`config.mk`:
```
export PLATFORM = sky130hd
export DESIGN_NAME = framed_pose_byte_parser_core
export DESIGN_NICKNAME = d
export VERILOG_FILES = /design/src/sv/fpbp_pkg.sv /design/src/sv/framed_pose_byte_parser_core.sv
export VERILOG_INCLUDE_DIRS = /design/src /design/src/sv
export SDC_FILE = /design/constraint.sdc
export NUM_CORES = 1
export LEC_CHECK = 0
export ABC_AREA = 1
export BUFFER_PORTS_ARGS = -buffer_cell sky130_fd_sc_hd__buf_2
export CAP_MARGIN = 20
export CORE_ASPECT_RATIO = 0.7
export CORE_MARGIN = 4
export CORE_UTILIZATION = 50
export CTS_CLUSTER_SIZE = 16
export DETAILED_ROUTE_END_ITERATION = 16
export HOLD_SLACK_MARGIN = 0.15
export MAX_ROUTING_LAYER = met4
export PLACE_DENSITY = 0.72
export SYNTH_ARGS = -nofsm -noshare
export SYNTH_HDL_FRONTEND = slang
export SYNTH_SLANG_ARGS = --single-unit
```
`constraint.sdc`:
```
create_clock -name i_clk -period 5.7 [get_ports i_clk]
set_input_delay 1.14 -clock i_clk [delete_from_list [all_inputs] [get_ports i_clk]]
set_output_delay 1.14 -clock i_clk [all_outputs]
set_load 0.1 [all_outputs]
```
`src/sv/framed_pose_byte_parser_core_defines.svh`:
```
// Assertion macros shared by the parser RTL.
`ifndef FRAMED_POSE_BYTE_PARSER_CORE_DEFINES_SVH
`define FRAMED_POSE_BYTE_PARSER_CORE_DEFINES_SVH

// Same-cycle implication, disabled while reset is asserted.
`define FPBP_ASSERT_IMP(label, clk, rst_n, ante, cons) \
    label: assert property (@(posedge clk) disable iff (!(rst_n)) (ante) |-> (cons)) \
        else $error("fpbp assertion failed");

// Next-cycle implication, disabled while reset is asserted.
`define FPBP_ASSERT_NXT(label, clk, rst_n, ante, cons) \
    label: assert property (@(posedge clk) disable iff (!(rst_n)) (ante) |=> (cons)) \
        else $error("fpbp assertion failed");

`endif

```
`src/sv/fpbp_pkg.sv`:
```
// Package for the pose frame parser: codes, widths, reset values and the byte mapping.
package fpbp_pkg;

    // Field widths
    localparam int BYTE_W  = 8;
    localparam int KIND_W  = 2;
    localparam int AXIS_W  = 3;
    localparam int WORD_W  = 32;
    localparam int FIXED_W = 21;
    localparam int CFG_IDX_W = 2;

    // Default number of axes per frame
    localparam int AXIS_COUNT_DEF = 6;

    // Event codes on the result channel
    localparam logic [KIND_W-1:0] EV_AXIS    = 2'd0;
    localparam logic [KIND_W-1:0] EV_ACCEPT  = 2'd1;
    localparam logic [KIND_W-1:0] EV_DISCARD = 2'd2;

    // Configuration register indexes
    localparam logic [CFG_IDX_W-1:0] CFG_FLOAT_MODE   = 2'd0;
    localparam logic [CFG_IDX_W-1:0] CFG_START_MARKER = 2'd1;
    localparam logic [CFG_IDX_W-1:0] CFG_END_MARKER   = 2'd2;

    // Configuration reset values
    localparam logic [BYTE_W-1:0] START_MARKER_RST = 8'd60;
    localparam logic [BYTE_W-1:0] END_MARKER_RST   = 8'd62;

    // Byte to Q4.16 (signed) mapping: round(b*131072/17) - 983040.
    // b*131072 = 17*7710*b + 2b, so q = 7710*b + floor((2b+8)/17);
    // the small quotient uses 241/4096, exact for 2b+8 <= 518.
    localparam int MAP_SCALE  = 7710;
    localparam int MAP_RECIP  = 241;
    localparam int MAP_SHIFT  = 12;
    localparam int MAP_OFFSET = 983040;

    // Read phases, one-hot
    typedef enum logic [2:0] {
        ST_WAIT = 3'b001,
        ST_READ = 3'b010,
        ST_END  = 3'b100
    } t_phase;

    function automatic logic signed [FIXED_W-1:0] map_byte(input logic [BYTE_W-1:0] b);
        logic [FIXED_W-1:0] base;
        logic [9:0]         y;
        logic [17:0]        yr;
        logic [FIXED_W-1:0] q;
        base = FIXED_W'(b) * FIXED_W'(MAP_SCALE);
        y    = {1'b0, b, 1'b0} + 10'd8;
        yr   = 18'(y) * 18'(MAP_RECIP);
        q    = base + FIXED_W'(yr[17:MAP_SHIFT]);
        map_byte = $signed(q - FIXED_W'(MAP_OFFSET));
    endfunction

endpackage

```
`src/sv/framed_pose_byte_parser_core.sv`:
```
// Pose frame parser: start byte, AXIS_COUNT axis values, end byte; one byte per beat.
//
//  channel | direction | handshake                  | payload
//  --------+-----------+----------------------------+-------------------------------
//  in      | input     | i_in_valid / o_in_stall    | i_rx_byte
//  out     | output    | o_out_valid / i_out_stall  | o_event_kind, o_axis_number,
//          |           |                            | o_float_bits, o_fixed_value
//  cfg     | input     | i_cfg_we                   | i_cfg_idx, i_cfg_wdata
//
// One byte is taken per cycle unless the input is stalled; its result, if any, shows on the next cycle.
// Results are held in the single result register after the parse logic.
// Reset is synchronous, active low; no clearing pass is needed.
// The input stalls only while a result is held and the output is stalled.
`include "framed_pose_byte_parser_core_defines.svh"

module framed_pose_byte_parser_core #(
    parameter int AXIS_COUNT = fpbp_pkg::AXIS_COUNT_DEF
) (
    input  logic                                  i_clk,
    input  logic                                  i_rst_n,
    // input byte channel
    input  logic                                  i_in_valid,
    output logic                                  o_in_stall,
    input  logic [fpbp_pkg::BYTE_W-1:0]           i_rx_byte,
    // result channel
    output logic                                  o_out_valid,
    input  logic                                  i_out_stall,
    output logic [fpbp_pkg::KIND_W-1:0]           o_event_kind,
    output logic [fpbp_pkg::AXIS_W-1:0]           o_axis_number,
    output logic [fpbp_pkg::WORD_W-1:0]           o_float_bits,
    output logic signed [fpbp_pkg::FIXED_W-1:0]   o_fixed_value,
    // configuration writes
    input  logic                                  i_cfg_we,
    input  logic [fpbp_pkg::CFG_IDX_W-1:0]        i_cfg_idx,
    input  logic [fpbp_pkg::BYTE_W-1:0]           i_cfg_wdata
);
    import fpbp_pkg::*;

    localparam logic [AXIS_W-1:0] LAST_AXIS = AXIS_W'(AXIS_COUNT - 1);

    // configuration
    logic              r_float_mode;
    logic [BYTE_W-1:0] r_start_marker;
    logic [BYTE_W-1:0] r_end_marker;

    // parse state
    t_phase            r_phase,    n_phase;
    logic [AXIS_W-1:0] r_axis,     n_axis;
    logic [1:0]        r_byte_cnt, n_byte_cnt;
    logic [23:0]       r_partial,  n_partial;

    // result register
    logic                      r_out_valid;
    logic [KIND_W-1:0]         r_kind,  n_kind;
    logic [AXIS_W-1:0]         r_axis_out, n_axis_out;
    logic [WORD_W-1:0]         r_float, n_float;
    logic signed [FIXED_W-1:0] r_fixed, n_fixed;
    logic                      n_emit;

    logic in_fire;

    assign o_in_stall = r_out_valid & i_out_stall;
    assign in_fire    = i_in_valid & ~o_in_stall;

    // configuration write port
    always_ff @(posedge i_clk) begin
        if (!i_rst_n) begin
            r_float_mode   <= 1'b0;
            r_start_marker <= START_MARKER_RST;
            r_end_marker   <= END_MARKER_RST;
        end else if (i_cfg_we) begin
            case (i_cfg_idx)
                CFG_FLOAT_MODE:   r_float_mode   <= i_cfg_wdata[0];
                CFG_START_MARKER: r_start_marker <= i_cfg_wdata;
                CFG_END_MARKER:   r_end_marker   <= i_cfg_wdata;
                default: ;
            endcase
        end
    end

    // parse one byte
    always_comb begin
        n_phase    = r_phase;
        n_axis     = r_axis;
        n_byte_cnt = r_byte_cnt;
        n_partial  = r_partial;
        n_emit     = 1'b0;
        n_kind     = EV_AXIS;
        n_axis_out = '0;
        n_float    = '0;
        n_fixed    = '0;
        case (r_phase)
            ST_READ: begin
                if (!r_float_mode || r_byte_cnt == 2'd3) begin
                    // axis value complete
                    n_emit     = 1'b1;
                    n_axis_out = r_axis;
                    if (!r_float_mode) begin
                        n_fixed = map_byte(i_rx_byte);
                    end else begin
                        n_float    = {i_rx_byte, r_partial};
                        n_byte_cnt = 2'd0;
                    end
                    if (r_axis < LAST_AXIS) begin
                        n_axis = r_axis + 1'b1;
                    end else begin
                        n_phase = ST_END;
                    end
                end else begin
                    // gather low bytes of the word, LSB first
                    case (r_byte_cnt)
                        2'd0:    n_partial[7:0]   = i_rx_byte;
                        2'd1:    n_partial[15:8]  = i_rx_byte;
                        default: n_partial[23:16] = i_rx_byte;
                    endcase
                    n_byte_cnt = r_byte_cnt + 1'b1;
                end
            end
            ST_END: begin
                n_phase = ST_WAIT;
                n_emit  = 1'b1;
                n_kind  = (i_rx_byte == r_end_marker) ? EV_ACCEPT : EV_DISCARD;
            end
            default: begin
                // waiting for start
                n_phase = ST_WAIT;
                if (i_rx_byte == r_start_marker) begin
                    n_phase = ST_READ;
                    n_axis  = '0;
                end
            end
        endcase
    end

    // parse state registers
    always_ff @(posedge i_clk) begin
        if (!i_rst_n) begin
            r_phase    <= ST_WAIT;
            r_axis     <= '0;
            r_byte_cnt <= '0;
            r_partial  <= '0;
        end else if (in_fire) begin
            r_phase    <= n_phase;
            r_axis     <= n_axis;
            r_byte_cnt <= n_byte_cnt;
            r_partial  <= n_partial;
        end
    end

    // result valid: hold while stalled, else load from the accepted beat
    always_ff @(posedge i_clk) begin
        if (!i_rst_n) begin
            r_out_valid <= 1'b0;
        end else if (!o_in_stall) begin
            r_out_valid <= in_fire & n_emit;
        end
    end

    // result payload
    always_ff @(posedge i_clk) begin
        if (in_fire) begin
            r_kind     <= n_kind;
            r_axis_out <= n_axis_out;
            r_float    <= n_float;
            r_fixed    <= n_fixed;
        end
    end

    assign o_out_valid   = r_out_valid;
    assign o_event_kind  = r_kind;
    assign o_axis_number = r_axis_out;
    assign o_float_bits  = r_float;
    assign o_fixed_value = r_fixed;

    // checks
    `FPBP_ASSERT_IMP(a_frame_evt_clean, i_clk, i_rst_n, o_out_valid && o_event_kind != EV_AXIS, o_axis_number == '0 && o_float_bits == '0 && o_fixed_value == '0)
    `FPBP_ASSERT_NXT(a_end_emits, i_clk, i_rst_n, in_fire && r_phase == ST_END, o_out_valid && o_event_kind != EV_AXIS && r_phase == ST_WAIT)
    `FPBP_ASSERT_IMP(a_axis_range, i_clk, i_rst_n, r_phase == ST_READ, r_axis <= LAST_AXIS)

endmodule

```
==> results.toml, run 1 <==
[outcome]
outcome = "finished clean"

[global_routing]
grt_max_degree = 59
grt_util_all_layers_pct = 20.7
grt_pass1_vias = 5997
grt.overflow.total = 0
antenna_found_initial = 0
grt_pass1_wl_mm = 29.3

[critical_path]
cp-end-kind = "flop"
rr_worst_depth = 5
start_kind = "primary input"
path_class = "in -> reg"
critPathRequiredTime_ns = 5.81
reg2reg_setup_slack_ns = 3.59
r2r_start = "r_phase[2]"
cp_max_fo = 5
crit_path_frequent_cell = "ha_4"
reg2reg_to = "o_fixed_value[6]"
cp.arrival_ns = 5.68
cp_slowest_cell = "fa_1"
cp_slowest_stage_delay_ns = 0.56

[cts]
worst_skew_pair.late_latency_ns = 0.36
htree_levels = 3
ctsHoldBuffers = 0
cts_root_buf = "clkbuf_16"
tritoncts = "done"
clock-sinks = 108
clk_pin_slew_ns = 0.07
cts_buffers = 9
clockBufferDepth = 2

[floorplanning]
die_w_um = 159
start_util_pct = 51.1
die_y_um = 113
pin_count = 83
die-area_um2 = 18000
rows = 38
core_area_um2 = 15500

[detailed_routing]
via_per_inst = 5.07
finalWirelength_mm = 18.4
ant_nets = 0
drtIter0Drc = 497
vias = 6803
route.detailed.drc = 0
first_pass_iters = 5
wl_per_cell_um = 13.7

[power_and_ir_drop]
power_uw = 3950
p_comb_share_pct = 63.5
seqPwrFrac_pct = 21.4
p_int_uw = 2150
power.leakage_uw = 0.00473
swShare_pct = 45.6
vdd_drop_max_v = 0.000206
switching_power_uw = 1800
power.share.clock_pct = 15.1
pwr_density_cell_nw_per_um2 = 408

[place]
routabilityCongestion = 0.931
dp_hpwl_mm = 14.0
io_buffers = 82

[worst_hold_path]
hp-start = "r_partial[9]"
whs_path_depth = 2
min_path_type = "reg -> reg"
holdPathEnd = "r_partial[9]"

[final_layout]
syn2layout_area_growth_pct = 21.8
num-nets-final = 1271
layout_commonest_cell = "nand2_1"
drive_gt1_share_pct = 22.0
layout_common_cells = "196 x nand2_1, 175 x inv_1, 96 x nor2_1"
antenna_cells = 0
final_util_pct = 62.2

[flow_run]
drv_cap = 0

[yosys]
synth_cell_types = 42
yosysSeqAreaShare_pct = 34.5
avgSynthCellArea_um2 = 8.01
ys_ff_latch = 108
syn_nets = 1126
syn_inst = 992
synth_area_um2 = 7940
yosysWarnings = 0

[timing]
finalCritPeriodShare_pct = 97.8
slew_headroom_pct = 45.4
drv_slew = 0
hold_ws_ns = 0.456
fmax_ghz = 0.179
min_period_ns = 5.57
hold_viol = 0
finalSetupViolations = 0
worst_pin_slew_ns = 0.812
clock-skew-final_ns = 0.00763
[Yosys cell counts (all sizes together)]
cell type | number | area, µm²
fa | 27 | 541
nor2 | 109 | 444
a211oi | 2 | 15.0
a21o | 4 | 31.3
nand3b | 2 | 15.0
edfxtp | 58 | 1740
o21bai | 3 | 22.5
xnor2 | 8 | 70.1
nor3 | 11 | 82.6
nor4 | 2 | 27.5
and3 | 1 | 6.26
ha | 84 | 1050
or2 | 3 | 18.8
o21ai | 48 | 240
a31oi | 2 | 12.5
clkinv | 1 | 3.75
xor2 | 27 | 270
nand3 | 58 | 320
clkbuf | 9 | 33.8
inv | 184 | 691
and2 | 3 | 18.8
a21oi | 68 | 344
nand2 | 211 | 820
o31ai | 1 | 7.51
dfxtp | 50 | 1000
nand4 | 7 | 43.8
buf | 9 | 70.1
[routing by layer]
metal | GRT usage (%) | vias to the layer above | wire (µm)
met5 | - | - | 0
met4 | 4.15 | 0 | 244
met3 | 3.07 | 23 | 887
met2 | 28.9 | 166 | 8010
met1 | 31.9 | 3158 | 9240
li1 | - | 3456 | -
[worst max-delay path by stage]
stage                  from                end  slack [ns]
2_1_floorplan  i_rx_byte[2]  o_fixed_value[12]       0.009
3_3_place_gp   i_rx_byte[3]  o_fixed_value[12]       -0.29
3_5_place_dp   i_rx_byte[3]  o_fixed_value[12]       -0.41
4_1_cts        i_rx_byte[3]  o_fixed_value[12]        0.04
5_1_grt        i_rx_byte[2]  o_fixed_value[12]       -0.13
6_report       i_rx_byte[5]  o_fixed_value[12]        0.13
[kinds of logic (layout without fill, tap and decap cells)]
kind of cell | after synthesis | count (layout) | synth area share (%)
AOI/OAI and AO/OA | 128 | 128 | 8.48
xor gates and xnor gates | 35 | 35 | 4.28
and+or+nand+nor | 407 | 407 | 22.6
DFF | 108 | 108 | 34.5
buffers and inverters | 203 | 353 | 10.1
adders and majority gates | 111 | 111 | 20.0
[power by group through the flow]
stage          registers (µW)  clock network (µW)  logic [µW]
3_5_place_dp              863                   0        2180
3_3_place_gp              863                   0        2150
5_1_grt                   848                 637        2780
4_1_cts                   846                 607        2190
6_report                  845                 595        2510
2_1_floorplan             972                   0        1480
[registers in the layout, summed over array words and instances, names as in the netlist]
name,flops
o_float_bits,32
r_partial,24
o_fixed_value,21
r_end_marker,8
r_start_marker,8
o_axis_number,3
r_axis,3
r_phase,3
o_event_kind,2
r_byte_cnt,2
o_out_valid,1
r_float_mode,1
[metrics by stage]
step	instances	cell area, µm²	setup TNS, ns	setup slack [ns]
5_1_grt	1342	9680	-0.381	-0.127
6_report	1342	9680	0	0.128
2_1_floorplan	992	7990	0	0.00872
3_5_place_dp	1321	9030	-3.07	-0.410
4_1_cts	1337	9320	0	0.0358
3_3_place_gp	1321	9030	-1.69	-0.290
[layout make-up]
| type | instances | area [µm²] |
|---|---|---|
| sequential | 108 | 2740 |
| clock inverter | 5 | 35.0 |
| multi-input combinational | 681 | 4760 |
| inverter | 185 | 694 |
| clock buffer | 11 | 243 |
| fill | 1315 | 5870 |
| timing repair buffer | 152 | 956 |
| tap | 200 | 250 |
[repair_timing]
item | CTS | global route
pin swaps | 0 | 23
resized for setup | 1 | 52
endpoints found under the setup margin | 2 | 11
buffers inserted | 0 | 5
gates cloned | 0 | 0
[worst max-delay path: cells and delay by family]
family,cells,cell delay [ns]
AND/OR/NAND/NOR,12,1.40
buffers and inverters,5,0.50
XOR/XNOR,4,0.79
adder cells (fa/ha/maj),6,1.85
(Power assumes the default switching activity.)
==> run 2: changes to the inputs <==
==> constraint.sdc (replaced) <==
create_clock -name i_clk -period 5.7 [get_ports i_clk]
set_input_delay 0.285 -clock i_clk [delete_from_list [all_inputs] [get_ports i_clk]]
set_output_delay 0.285 -clock i_clk [all_outputs]
set_load 0.1 [all_outputs]
==> run 2 against run 1 <==
Against the previous run: final area fell by 8.2%; sequential power barely moved; final cell count fell by 4.5%; non-clock buffer count fell by 60; highest routed layer unchanged; die area did not move; first-iteration DRC count fell by 4.8%.
==> results.toml, run 2 (synthesis results as in run 1) <==
[timing]
worst_pin_slew_ns = 1.04
hold_ws_ns = 0.159
tns_ns = 0
finalSetupViolations = 0
fin_ws_ns = 0.569
slew_headroom_pct = 30.4
min_period_ns = 5.13
clock-skew-final_ns = 0.00773
finalCritPeriodShare_pct = 90.0
rsz0062_at_grt = "no"
hold_viol = 0
fmax_ghz = 0.195
drv_slew = 0

[power_and_ir_drop]
pwr_density_cell_nw_per_um2 = 384
vdd_drop_max_v = 0.000157
power.leakage_uw = 0.00440

[worst_hold_path]
min_path_type = "in -> reg"

[critical_path]
cp_slowest_stage_delay_ns = 0.46
cp_slowest_cell = "fa_1"
cp-end-kind = "flop"
crit_path_frequent_cell = "nand2_1"
start_kind = "primary input"
cp.arrival_ns = 5.24
path_class = "in -> reg"
critPathRequiredTime_ns = 5.81
cp_max_fo = 10

[place]
dp_hpwl_mm = 13.7
io_buffers = 82
routabilityCongestion = 0.935
place_ws_ns = 0.0581

[floorplanning]
start_util_pct = 51.1
core_area_um2 = 15500
die_y_um = 113
rows = 38
pin_count = 83
die_w_um = 159
die-area_um2 = 18000

[final_layout]
multiInputGateArea_um2 = 4410
syn2layout_area_growth_pct = 11.8
largest_register_ffs = 32
layout_commonest_cell = "nand2_1"
fillCellCount = 1407
antenna_cells = 0
seqCellArea_um2 = 2740
final_util_pct = 57.1
num-nets-final = 1211
drive_gt1_share_pct = 14.1
layout_common_cells = "202 x nand2_1, 176 x inv_1, 98 x nor2_1"

[cts]
clockBufferDepth = 2
htree_levels = 3
clk_pin_slew_ns = 0.07
worst_skew_pair.late_latency_ns = 0.36
cts_root_buf = "clkbuf_16"
cts_setup_buffers = 0
cts_buffers = 9
tritoncts = "done"
clock-sinks = 108

[global_routing]
antenna_found_initial = 0
grt_max_degree = 43
grt_pass1_vias = 6026
grt_util_all_layers_pct = 20.4
grt_pass1_wl_mm = 28.8
grt.overflow.total = 0

[flow_run]
drv_cap = 0

[detailed_routing]
vias = 6477
drtIter0Drc = 473
first_pass_iters = 5
wl_per_cell_um = 13.5
route.detailed.drc = 0
finalWirelength_mm = 17.3
via_per_inst = 5.05
ant_nets = 0

[outcome]
outcome = "finished clean"
-- run 2: cell count changes in the layout (fill, tap and decap cells not counted), sizes merged --
cell / delta
buf: -61
bufinv: +1
clkbuf: -1
dlygate4sd3: +1
-- run 2: final timing paths --
check                               startpoint                 to  slack (ns)  cells past startpoint
worst max-delay path              i_rx_byte[3]  o_fixed_value[12]        0.57                     29
worst min-delay path            i_cfg_wdata[1]    r_end_marker[1]        0.16                      3
worst max register to register      r_phase[2]  o_fixed_value[11]        3.62                      5
worst min register to register    r_partial[6]       r_partial[6]        0.45                      2
-- run 2: cell type report --
cell class	count	area share [%]
Multi-Input combinational cell	681	49.6
Sequential cell	108	30.9
Inverter	185	7.82
Timing Repair Buffer	92	5.49
Tap cell	200	2.82
Clock buffer	10	2.58
Clock inverter	6	0.803
-- run 2: repair_timing --
action / 4_1_cts / 5_1_grt
hold endpoints to repair: 2 / 0
hold buffers: 1 / 0
endpoints found under the setup margin: 0 / 6
gates resized for setup: 0 / 2
-- run 2: routing by layer --
| metal | track usage (%) | vias to the layer above | routed length [µm] |
|---|---|---|---|
| met5 | - | - | 0 |
| met4 | 5.06 | 0 | 191 |
| met3 | 3.19 | 15 | 903 |
| met2 | 29.7 | 159 | 7450 |
| met1 | 29.8 | 2967 | 8710 |
| li1 | - | 3336 | - |
-- run 2: through the flow --
| stage | power, µW | cell area, µm² | cells |
|---|---|---|---|
| 4_1_cts | 3420 | 8880 | 1282 |
| 2_1_floorplan | 2400 | 7940 | 992 |
| 3_5_place_dp | 2770 | 8570 | 1265 |
| 5_1_grt | 3730 | 8880 | 1282 |
| 3_3_place_gp | 2750 | 8570 | 1265 |
| 6_report | 3410 | 8880 | 1282 |
-- run 2: power breakdown --
part           leakage (µW)  total (µW)  internal, µW  switching (µW)
logic               0.00325        1930           637            1290
registers           0.00100         846           837            8.50
clock network      0.000145         636           346             290
total               0.00440        3410          1820            1590
-- run 2: critical path, delay by kind of cell --
kind,cells,cell delay (ns)
adders and majority gates,6,2.01
xor gates and xnor gates,4,0.68
buffers and inverters,4,0.52
and+or+nand+nor,15,1.74
==> run 3: changes to the inputs <==
--- a/config.mk
+++ b/config.mk
@@ -6,17 +6,16 @@
 export SDC_FILE = /design/constraint.sdc
 export NUM_CORES = 1
 export LEC_CHECK = 0
-export ABC_AREA = 1
-export BUFFER_PORTS_ARGS = -buffer_cell sky130_fd_sc_hd__buf_2
 export CAP_MARGIN = 20
 export CORE_ASPECT_RATIO = 0.7
 export CORE_MARGIN = 4
 export CORE_UTILIZATION = 50
 export CTS_CLUSTER_SIZE = 16
 export DETAILED_ROUTE_END_ITERATION = 16
+export DONT_BUFFER_PORTS = 1
 export HOLD_SLACK_MARGIN = 0.15
 export MAX_ROUTING_LAYER = met4
-export PLACE_DENSITY = 0.72
+export PLACE_DENSITY = 0.68
 export SYNTH_ARGS = -nofsm -noshare
 export SYNTH_HDL_FRONTEND = slang
 export SYNTH_SLANG_ARGS = --single-unit
==> run 3 against run 2 <==
Against the previous run: via count is 15% lower; sequential share of layout area increased by 2.1 points; setup slack lost 0.11 ns; sequential power is 13% higher; first-iteration DRC count is 5.3% lower; power decreased by 4.4%; area after synthesis down 3.7%; utilization shrank 1.2 points; critical path type unchanged; largest cell class unchanged.
==> results.toml, run 3 <==
[outcome]
outcome = "finished clean"

[cts]
htree_levels = 3
clock-sinks = 108
cts_buffers = 9
tritoncts = "done"
clk_pin_slew_ns = 0.08
clockBufferDepth = 2
cts_setup_buffers = 0
cts_root_buf = "clkbuf_16"
worst_skew_pair.late_latency_ns = 0.36

[yosys]
yosys.area.top_type = "edfxtp_1"
syn_nets = 916
yosysSeqAreaShare_pct = 35.9
ys_ff_latch = 108
synth_edf_count = 58
synth_area_um2 = 7650
yosys.cell_count.top_type = "ha_1"
synth_cell_types = 66
synthTopCellsByCount = "84 x ha_1, 79 x inv_1, 72 x nand2_1"
yosysWarnings = 0
synth_area_leaders = "edfxtp_1 23%, ha_1 14%, dfxtp_1 13%"
syn_inst = 782
async_reset_ff_share_pct = 0
synth_ff_type = "edfxtp_1"
yosysTopAreaCellShare_pct = 22.8
avgSynthCellArea_um2 = 9.78

[final_layout]
fillCellCount = 1298
drive_gt1_share_pct = 5.55
num-nets-final = 922
syn2layout_area_growth_pct = 8.70
largest_register_ffs = 32
layout_common_cells = "84 x ha_1, 78 x inv_1, 72 x nand2_1"
multiInputGateArea_um2 = 4500
fin_area_um2 = 8320
layout_commonest_cell = "ha_1"
finalNonFillerCells = 989
seqCellArea_um2 = 2740

[global_routing]
grt_pass1_wl_mm = 28.4
grt.overflow.total = 0
grt_max_degree = 61
grt_util_all_layers_pct = 21.1
antenna_found_initial = 1
grt_pass1_vias = 5437

[floorplanning]
core_area_um2 = 14900
die-area_um2 = 17400
die_y_um = 111
start_util_pct = 51.5
pin_count = 83
die_w_um = 156
rows = 37

[critical_path]
path_class = "in -> reg"
cp.arrival_ns = 5.33
critPathRequiredTime_ns = 5.79
cp-end-kind = "flop"
cp_max_fo = 8
start_kind = "primary input"

[timing]
tns_ns = 0
hold_viol = 0
hold_ws_ns = 0.187
fmax_ghz = 0.191
drv_slew = 0
clock-skew-final_ns = 0.00508
worst_pin_slew_ns = 0.972
finalSetupViolations = 0
slew_headroom_pct = 35.1
finalCritPeriodShare_pct = 92.0
rsz0062_at_grt = "no"
min_period_ns = 5.24

[detailed_routing]
first_pass_iters = 5
via_per_inst = 5.57
wl_per_cell_um = 17.7
route.detailed.drc = 0
finalWirelength_mm = 17.5
drtIter0Drc = 448
vias = 5510
ant_nets = 0

[power_and_ir_drop]
power_uw = 3260
vdd_drop_max_v = 0.000238
pwr_density_cell_nw_per_um2 = 392
power.leakage_uw = 0.00364

[flow_run]
drv_cap = 0

[place]
placed_area_um2 = 7800
place_inst = 952
dp_hpwl_mm = 12.7
io_buffers = 0
routabilityCongestion = 0.917

[worst_hold_path]
min_path_type = "in -> reg"
run 3: kinds of logic after synthesis:
| kind of cell | share of synthesized area (%) |
|---|---|
| and+or+nand+nor | 17.2 |
| AOI/OAI and AO/OA | 12.1 |
| adders and majority gates | 21.1 |
| buffers and inverters | 5.54 |
| DFF | 35.9 |
| xor gates and xnor gates | 6.17 |
| muxes | 2.09 |
run 3: worst max-delay path: stages:
cell,delay (ns)
inv_1,0.07
fa_1,0.57
fa_1,0.51
inv_1,0.04
ha_1,0.30
xnor2_1,0.20
ha_1,0.26
ha_1,0.29
and4_1,0.20
a21oi_1,0.16
o21ai_0,0.15
a21oi_1,0.25
nor2b_1,0.08
nor3_1,0.13
nor2_1,0.06
ha_1,0.21
fa_1,0.40
a21o_1,0.17
a21oi_1,0.21
nor2b_1,0.12
o211ai_1,0.34
nor3_1,0.10
xnor2_1,0.17
nor2_1,0.06
run 3: stage by stage:
stage,utilization [%],setup WS [ns]
after global placement,52.5,0.242
after CTS,55.8,0.442
after global routing,56.0,0.104
final,56.0,0.456
after detailed placement,52.5,0.0635
after floorplan,-,0.284
run 3: worst paths after layout:
check                                          to  slack (ns)     startpoint  cells after the start
worst max-delay path            o_fixed_value[11]        0.46   i_rx_byte[0]                     24
worst min-delay path             o_float_bits[28]        0.19   i_rx_byte[4]                      1
worst max register to register      r_partial[17]        3.06    o_out_valid                      9
worst min register to register      r_partial[11]        0.46  r_partial[11]                      2
run 3: layout make-up:
cell class                      count  area share (%)
Antenna cell                        1          0.0301
Clock buffer                        9            2.71
Clock inverter                      7           0.707
Inverter                           79            3.57
Multi-Input combinational cell    565            54.1
Sequential cell                   108            33.0
Tap cell                          195            2.93
Timing Repair Buffer               25            2.98
run 3: where the power goes:
part,switching (µW),internal [µW]
Combinational,980,708
Sequential,116,837
Clock,315,304
Total,1410,1850
run 3: routing by layer:
metal  global-route usage (%)  vias up  part of all wire, %
met2                     29.9      183                   43
met1                     30.5     2622                   49
li1                         -     2693                    -
met4                     3.85        0                 0.78
met3                     6.02       12                  7.1
met5                        -        -                    0
run 3: repair_timing:
item	4_1_cts	5_1_grt
gates resized for setup	0	2
hold buffers	20	0
endpoints found under the setup margin	0	1
hold endpoints to repair	57	0
